===== src/hdl/dms_pkg.sv =====
// shared types and constants for the coordinate field decoder
`default_nettype none

package dms_pkg;

    localparam int DMS_CH_W        = 8;
    localparam int DMS_POS_W       = 5;
    localparam int DMS_LAT_TOTAL_W = 32;
    localparam int DMS_LON_TOTAL_W = 36;
    localparam int DMS_LAT_BAM_W   = 24;
    localparam int DMS_LON_BAM_W   = 27;

    // hemisphere code of a part
    typedef logic [1:0] hemi_t;
    localparam hemi_t SIGN_NONE = 2'd0;
    localparam hemi_t SIGN_POS  = 2'd1;
    localparam hemi_t SIGN_NEG  = 2'd2;

    // angle = total * 2^24 / (1296000 * units)
    // normal: 1296000 * 100   = 2^9  * 253125
    // high:   1296000 * 10000 = 2^11 * 6328125
    // numerator up to 36 + scale bits, exact reciprocal for that range
    localparam int DMS_MAX_TOTAL_W = 36;
    localparam int DMS_SCALE_NORM  = 15;
    localparam int DMS_SCALE_HP    = 13;
    localparam int DMS_ODD_NORM    = 253125;
    localparam int DMS_ODD_HP      = 6328125;
    localparam int DMS_ODD_NORM_W  = 18;
    localparam int DMS_ODD_HP_W    = 23;

    localparam int DMS_K_NORM = DMS_MAX_TOTAL_W + DMS_SCALE_NORM + DMS_ODD_NORM_W;
    localparam int DMS_K_HP   = DMS_MAX_TOTAL_W + DMS_SCALE_HP + DMS_ODD_HP_W;

    localparam int DMS_SHIFT_NORM = DMS_K_NORM - DMS_SCALE_NORM;
    localparam int DMS_SHIFT_HP   = DMS_K_HP - DMS_SCALE_HP;

    localparam logic [127:0] DMS_RECIP_NORM_FULL =
        ((128'd1 << DMS_K_NORM) + 128'(DMS_ODD_NORM - 1)) / 128'(DMS_ODD_NORM);
    localparam logic [127:0] DMS_RECIP_HP_FULL =
        ((128'd1 << DMS_K_HP) + 128'(DMS_ODD_HP - 1)) / 128'(DMS_ODD_HP);

    localparam int DMS_RECIP_W    = 52;
    localparam int DMS_RECIP_LO_W = 26;
    localparam int DMS_X_LO_W     = 18;

    localparam logic [DMS_RECIP_W-1:0] DMS_RECIP_NORM = DMS_RECIP_NORM_FULL[DMS_RECIP_W-1:0];
    localparam logic [DMS_RECIP_W-1:0] DMS_RECIP_HP   = DMS_RECIP_HP_FULL[DMS_RECIP_W-1:0];

    // load strobes of the scaling pipeline
    typedef struct packed {
        logic s0;
        logic s1;
        logic s2;
        logic s3;
    } dms_stage_en_t;

endpackage

`default_nettype wire


===== src/hdl/dms_bam_scale.sv =====
// total of second units to signed binary angle, four register stages
`default_nettype none

module dms_bam_scale import dms_pkg::*; #(
    parameter int TOTAL_W = DMS_LON_TOTAL_W,
    parameter int OUT_W   = DMS_LON_BAM_W
) (
    input  wire logic                      clk,
    input  wire dms_stage_en_t             en,
    input  wire logic [TOTAL_W-1:0]        total,
    input  wire hemi_t                     sign,
    input  wire logic                      hp,
    output logic signed [OUT_W-1:0]        bam,
    output logic                           ok
);

    localparam int XL_W   = DMS_X_LO_W;
    localparam int XH_W   = TOTAL_W - XL_W;
    localparam int RL_W   = DMS_RECIP_LO_W;
    localparam int RH_W   = DMS_RECIP_W - RL_W;
    localparam int PROD_W = TOTAL_W + DMS_RECIP_W;
    localparam int LL_W   = XL_W + RL_W;
    localparam int LH_W   = XL_W + RH_W;
    localparam int HL_W   = XH_W + RL_W;
    localparam int HH_W   = XH_W + RH_W;

    logic [TOTAL_W-1:0]     x_reg;
    hemi_t                  sign0_reg;
    logic                   hp0_reg;

    logic [DMS_RECIP_W-1:0] recip;
    logic [LL_W-1:0]        pp_ll_reg;
    logic [LH_W-1:0]        pp_lh_reg;
    logic [HL_W-1:0]        pp_hl_reg;
    logic [HH_W-1:0]        pp_hh_reg;
    hemi_t                  sign1_reg;
    logic                   hp1_reg;

    logic [PROD_W-1:0]      prod_next;
    logic [PROD_W-1:0]      prod_reg;
    hemi_t                  sign2_reg;
    logic                   hp2_reg;

    logic [OUT_W-1:0]       mag;
    logic signed [OUT_W-1:0] bam_next;
    logic signed [OUT_W-1:0] bam_reg;
    logic                   ok_reg;

    assign recip = hp0_reg ? DMS_RECIP_HP : DMS_RECIP_NORM;

    assign prod_next = PROD_W'(pp_ll_reg)
                     + (PROD_W'(pp_lh_reg) << RL_W)
                     + (PROD_W'(pp_hl_reg) << XL_W)
                     + (PROD_W'(pp_hh_reg) << (XL_W + RL_W));

    always_comb
    begin
        mag = hp2_reg ? prod_reg[DMS_SHIFT_HP +: OUT_W] : prod_reg[DMS_SHIFT_NORM +: OUT_W];
        case (sign2_reg)
            SIGN_NONE: bam_next = '0;
            SIGN_NEG:  bam_next = $signed(-mag);
            default:   bam_next = $signed(mag);
        endcase
    end

    always_ff @(posedge clk)
    begin
        if (en.s0)
        begin
            x_reg     <= total;
            sign0_reg <= sign;
            hp0_reg   <= hp;
        end
        // partial products of total and reciprocal
        if (en.s1)
        begin
            pp_ll_reg <= LL_W'(x_reg[XL_W-1:0]) * LL_W'(recip[RL_W-1:0]);
            pp_lh_reg <= LH_W'(x_reg[XL_W-1:0]) * LH_W'(recip[DMS_RECIP_W-1:RL_W]);
            pp_hl_reg <= HL_W'(x_reg[TOTAL_W-1:XL_W]) * HL_W'(recip[RL_W-1:0]);
            pp_hh_reg <= HH_W'(x_reg[TOTAL_W-1:XL_W]) * HH_W'(recip[DMS_RECIP_W-1:RL_W]);
            sign1_reg <= sign0_reg;
            hp1_reg   <= hp0_reg;
        end
        if (en.s2)
        begin
            prod_reg  <= prod_next;
            sign2_reg <= sign1_reg;
            hp2_reg   <= hp1_reg;
        end
        if (en.s3)
        begin
            bam_reg <= bam_next;
            ok_reg  <= (sign2_reg != SIGN_NONE);
        end
    end

    assign bam = bam_reg;
    assign ok  = ok_reg;

endmodule

`default_nettype wire


===== config.mk =====
export PLATFORM = sky130hd
export DESIGN_NAME = dms_bam_scale
export DESIGN_NICKNAME = d
export VERILOG_FILES = /design/src/hdl/dms_pkg.sv /design/src/hdl/dms_bam_scale.sv
export SDC_FILE = /design/constraint.sdc
export NUM_CORES = 2
export LEC_CHECK = 0
export ABC_AREA = 0
export BUFFER_PORTS_ARGS = -buffer_cell sky130_fd_sc_hd__buf_2
export CAP_MARGIN = 5
export CORE_UTILIZATION = 38
export DETAILED_ROUTE_END_ITERATION = 12
export GPL_ROUTABILITY_DRIVEN = 0
export GPL_TIMING_DRIVEN = 0
export PLACE_DENSITY = 0.6
export SLEW_MARGIN = 40
export SYNTH_ARGS = -nofsm -noshare
export SYNTH_HDL_FRONTEND = slang
export SYNTH_SLANG_ARGS = --single-unit

===== constraint.sdc =====
create_clock -name clk -period 12.4 [get_ports clk]
set_input_delay 0 -clock clk [delete_from_list [all_inputs] [get_ports clk]]
set_output_delay 0 -clock clk [all_outputs]
set_load 0.01 [all_outputs]

## After elaboration in Yosys (flattened, before gate mapping)

Cells that the tools add are included.

- $add $sub $neg: 4
- Multiply operators: 4
- Divide/modulo/power cells: 0
- Magnitude comparators: 0
- Eq/ne operators: 1
- Shifts and indexed selects: 0
- Muxes and demuxes: 3
- Bitwise operators: 0
- Reduce and logical (&&, ||, !) cells: 2

Operators with widths:

| cell | number |
|---|---|
| multiplier 18 x 26 -> 44 bit | 3 |
| adder 72 x 86 -> 86 bit | 1 |
| adder 71 x 62 -> 72 bit | 1 |
| adder 44 x 70 -> 71 bit | 1 |
| case mux 27 bit (2 select lines) | 1 |
| 2-to-1 mux 52 bit | 1 |
| multiplier 18 x 26 -> 42 bit | 1 |
| 2-to-1 mux 27 bit | 1 |
| negator 27 bit | 1 |
| equality test 2 bit, second input constant | 1 |
| zero test 2 bit | 1 |
| nonzero test 2 bit | 1 |

- Flip-flop bits (word level): 333
- Latch bits: 0
- Bits in writable memories: 0
- Bits in read-only memories: 0
- Output and inout bits: 28
- Logic and storage cells: 28
- Memories: 0

## Longest topological paths before layout

- Depth after elaboration: 3
- Gate-level depth with buffers: 28

## Least setup slack after synthesis

OpenSTA, ideal clock, no wires.

- Path type: register -> register
- Start: register hp0_reg
- End: register pp_ll_reg[36], data pin
- Setup time: 262 ps
- Arrival: 6,640 ps
- Setup slack: 5,498 ps
- Stages on the path, launching flop included: 27
- Path buffers: 3
- Cell sequence: edfxtp_1 -> clkbuf_1 -> clkbuf_1 -> clkbuf_1 -> nor2_1 -> inv_1 -> fa_1 -> fa_1 -> inv_1 -> fa_1 -> inv_1 -> fa_1 -> inv_1 -> fa_1 -> inv_1 -> fa_1 -> inv_1 -> ha_1 -> nand2_1 -> or3_1 -> nor3_1 -> o211a_1 -> nor2_1 -> o21ai_0 -> a31oi_1 -> o21bai_1 -> xor2_1

- Longest elaborated chain between the ends: 2

Ends and longest elaborated chain:

| what | line | RTL |
|---|---|---|
| start, declared | dms_bam_scale.sv:29 | `logic hp0_reg;` |
| start signal, assigned | dms_bam_scale.sv:72 | `hp0_reg <= hp;` |
| 2-to-1 mux 52 bit | dms_bam_scale.sv:49 | `assign recip = hp0_reg ? DMS_RECIP_HP : DMS_RECIP_NORM;` |
| multiplier 18 x 26 -> 44 bit | dms_bam_scale.sv:77 | `pp_ll_reg <= LL_W'(x_reg[XL_W-1:0]) * LL_W'(recip[RL_W-1:0]);` |
| end signal, assigned | dms_bam_scale.sv:77 |  |
| end, declared | dms_bam_scale.sv:32 | `logic [LL_W-1:0] pp_ll_reg;` |

Every way passes these cells.
A chain may end at the register's enable or synchronous reset.

## Worst setup path in the final report

- Start: register hp0_reg
- End: register pp_hl_reg[37], data pin

- Longest elaborated chain between the ends: 2

Ends and longest elaborated chain:

| what | line | RTL |
|---|---|---|
| 2-to-1 mux 52 bit | dms_bam_scale.sv:49 |  |
| multiplier 18 x 26 -> 44 bit | dms_bam_scale.sv:79 | `pp_hl_reg <= HL_W'(x_reg[TOTAL_W-1:XL_W]) * HL_W'(recip[RL_W-1:0]);` |
| end signal, assigned | dms_bam_scale.sv:79 |  |
| end, declared | dms_bam_scale.sv:34 | `logic [HL_W-1:0] pp_hl_reg;` |

Every way passes these cells.

==> results.cfg <==
[global_route]
grt_pass1_vias = 37254
pin_count_of_the_biggest_net_entering_global_routing = 82
initial_antenna_violation_count = 3
grt_pass1_wl_um = 224000
gr-usage-all-layers_pct = 21.8
grt-ovfl-total = 0

[layout]
final_nets = 7066
final_layout_size_suffix_gt1_share_pct = 4.12
regArea_um2 = 7810
largest_register_ff_count = 44
layout.cells.most_common = inv_1
multi_input_comb_area_um2 = 38400
nFillCells = 13138
layout.cells.most_common_list = inv_1, fa_1, ha_1, edfxtp_1, a21oi_1
area_growth_pct = 9.43

[sta]
hold_viol = 0
holdWs_ps = 19.0
crit_share_post_route_pct = 83.2
tightest_slew_ps = 889
timing.max_slew.rel_slack_pct = 40.7
final_period_minus_worst_setup_slack_ps = 10320
setup-violations-final = 0
grt_setup_unrepaired = false
fmax_ghz = 0.0969
setup_tns_final_ps = 0
finClkSkew_ps = 53.1
slew_viol_final = 0

[clocking]
clk-insertion-delay-late_ps = 610
post_cts_resized = 0
clock_tree.htree_level_count = 2
cts_sinks = 260
post-cts-setup-buffers = 0
tritoncts = yes
cts.hold.buffers_added = 42
clock_tree.root_cell = clkbuf_16
clk_pin_slew_worst_setup_hold_paths_ps = 60
cts_buf_count = 34
clock_tree.buffer_depth = 3

[floorplanning]
floorplan.initialDensity_pct = 38.3
die_width_um = 372
die_height_um = 372
fp.dieArea_um2 = 138000
i_o_pin_count = 72
row_cnt = 135
floorplan.core_area_um2 = 135000

[setup_path]
r2r.worst_path.cells = 24
biggest_cell_delay_along_the_critical_path_ps = 840
reg2reg_setup_slack_ps = 2080
path_max_fanout = 12
critPathKind = register to register
critical_path_arrival_ps = 10610
cp_cell_sequence = clkbuf_2, clkbuf_2, clkbuf_2, nand2_1, inv_1, ha_1, inv_1, fa_1, inv_1, fa_1, fa_1, fa_1, fa_1, ha_1, clkbuf_1, nand4_1, nor3_1, o211ai_1, a31o_2, a21oi_1, a211oi_1, o41ai_1, a21oi_1, xnor2_1
worst_setup_sp = hp0_reg
worstSetupEndpointType = register
critPathSlowestCell = edfxtp_1
cp_common_cell = fa_1
reg2reg_from = hp0_reg
type_of_origin_of_the_critical_path = register
required_ps = 12690
worst_r2r_endpoint = pp_hl_reg[37]

[synthesis]
yosys_most_used_dff = edfxtp_1
yosysWarningCount = 0
ys_seq_elements = 260
yosysTopAreaCell = fa_1
yosysTopAreaCellShare_pct = 38.8
syn_area_um2 = 51900
avgSynthCellArea_um2 = 10.3
synth.lib_cells_used.distinct = 79
yosysSeqAreaShare_pct = 15.0
netlist_top_cells_area = fa_1, ha_1, edfxtp_1, inv_1, xnor2_1
post_synth_inst_count = 5028
synth-edff-count = 260
synth_async_sr_flop_share_pct = 0

[flow_run]
drv.max_cap_violation_count = 0

[routing]
drt_iter0_drc = 2703
route.vias.total = 35187
routedWlPerCell_um = 20.5
route.detailed.drc = 0
post_dr_vias_cell = 4.96
antenna_violating_nets_post_route = 0
drt_pass_1_iters = 6
finalWirelength_um = 146000

[outcome]
run_status = finished clean

[hold_path]
capture_endpoint_of_the_worst_hold_path = sign2_reg[1]
min-delay-path-class = input pin to register
hold_path.startpoint = en[1]
timing.hold.worst_path_depth = 1

[placed_design]
hpwlAfterDp_um = 128000
placement.io_buffers = 71
-- stage by stage --
| step | setup WS (ps) | util, % | cells | cell area, um2 |
|---|---|---|---|---|
| after floorplan | 5500 | - | 5108 | 52200 |
| after global placement | 939 | 40.4 | 6960 | 54800 |
| after detailed placement | 2480 | 40.8 | 6990 | 55200 |
| after CTS | 2390 | 41.9 | 7090 | 56700 |
| after global routing | 2050 | 41.9 | 7096 | 56800 |
| final | 2080 | 41.9 | 7097 | 56800 |
-- critical path: cells and delay by family (launching register included) --
kind	cells	cell delay, ps
flops	1	840
fa+ha+maj	7	2970
simple gates	3	840
xor+xnor	1	180
buf+inv	7	3150
compound gates	6	2040
-- cell families after synthesis --
| group | Yosys count | share of synthesized area (%) |
|---|---|---|
| flip-flops | 260 | 15.0 |
| adder cells (fa/ha/maj) | 1731 | 56.3 |
| multiplexers | 34 | 0.697 |
| buffers and inverters | 1594 | 11.5 |
| AO/OA/AOI/OAI | 585 | 7.25 |
| other | 2 | 0.0145 |
| AND/OR/NAND/NOR | 633 | 6.00 |
| XOR/XNOR | 189 | 3.19 |
-- synth_stat cells (all sizes together), types with 4 or more instances --
master,number
a2111oi,5
a211o,4
a211oi,20
a21boi,4
a21o,108
a21oi,189
a221oi,6
a22o,8
a31oi,13
a41o,4
and2,22
and3,20
and4,8
buf,7
clkbuf,82
edfxtp,260
fa,1005
ha,726
inv,1504
mux2,17
mux2i,17
nand2,185
nand2b,54
nand3,35
nand3b,4
nand4,33
nor2,153
nor2b,24
nor3,46
nor3b,8
nor4,5
nor4b,5
o2111ai,6
o211ai,9
o21a,21
o21ai,102
o21bai,25
o22ai,12
o31ai,10
o41ai,5
or2,12
or3,10
or4,5
xnor2,124
xor2,65
-- worst max-delay path by stage --
stage                          endpoint  slack (ps)  cells past startpoint
after floorplan           pp_ll_reg[36]        5500                     26
after global placement    pp_lh_reg[43]         940                     23
after detailed placement  pp_hl_reg[37]        2480                     25
after CTS                 pp_hl_reg[37]        2390                     25
after global routing      pp_hl_reg[37]        2050                     24
final                     pp_hl_reg[37]        2080                     24
-- per-layer routing --
layer / GRT usage, % / share of wire, % / vias to the layer above / wire, um
met1: 29.7 / 43 / 17739 / 63300
met2: 34.5 / 45 / 1147 / 65800
met5: 0 / 0.0082 / - / 12
met3: 4.85 / 7.9 / 201 / 11500
li1: - / - / 16098 / -
met4: 7.01 / 3.5 / 2 / 5150
-- final cells by class --
class                      count  share of cell area, %
antenna                        3                 0.0132
buffer                        89                  0.626
clock buffer                  37                   1.52
clock inverter                21                  0.385
inverter                    1505                   9.95
multi-input combinational   3254                   67.6
sequential                   260                   13.7
tap                         1781                   3.92
timing repair buffer         147                   2.20
Power is left out: the tool's default activity adds up to more than one toggle a clock period on the data nets, which glitch-free logic cannot reach.
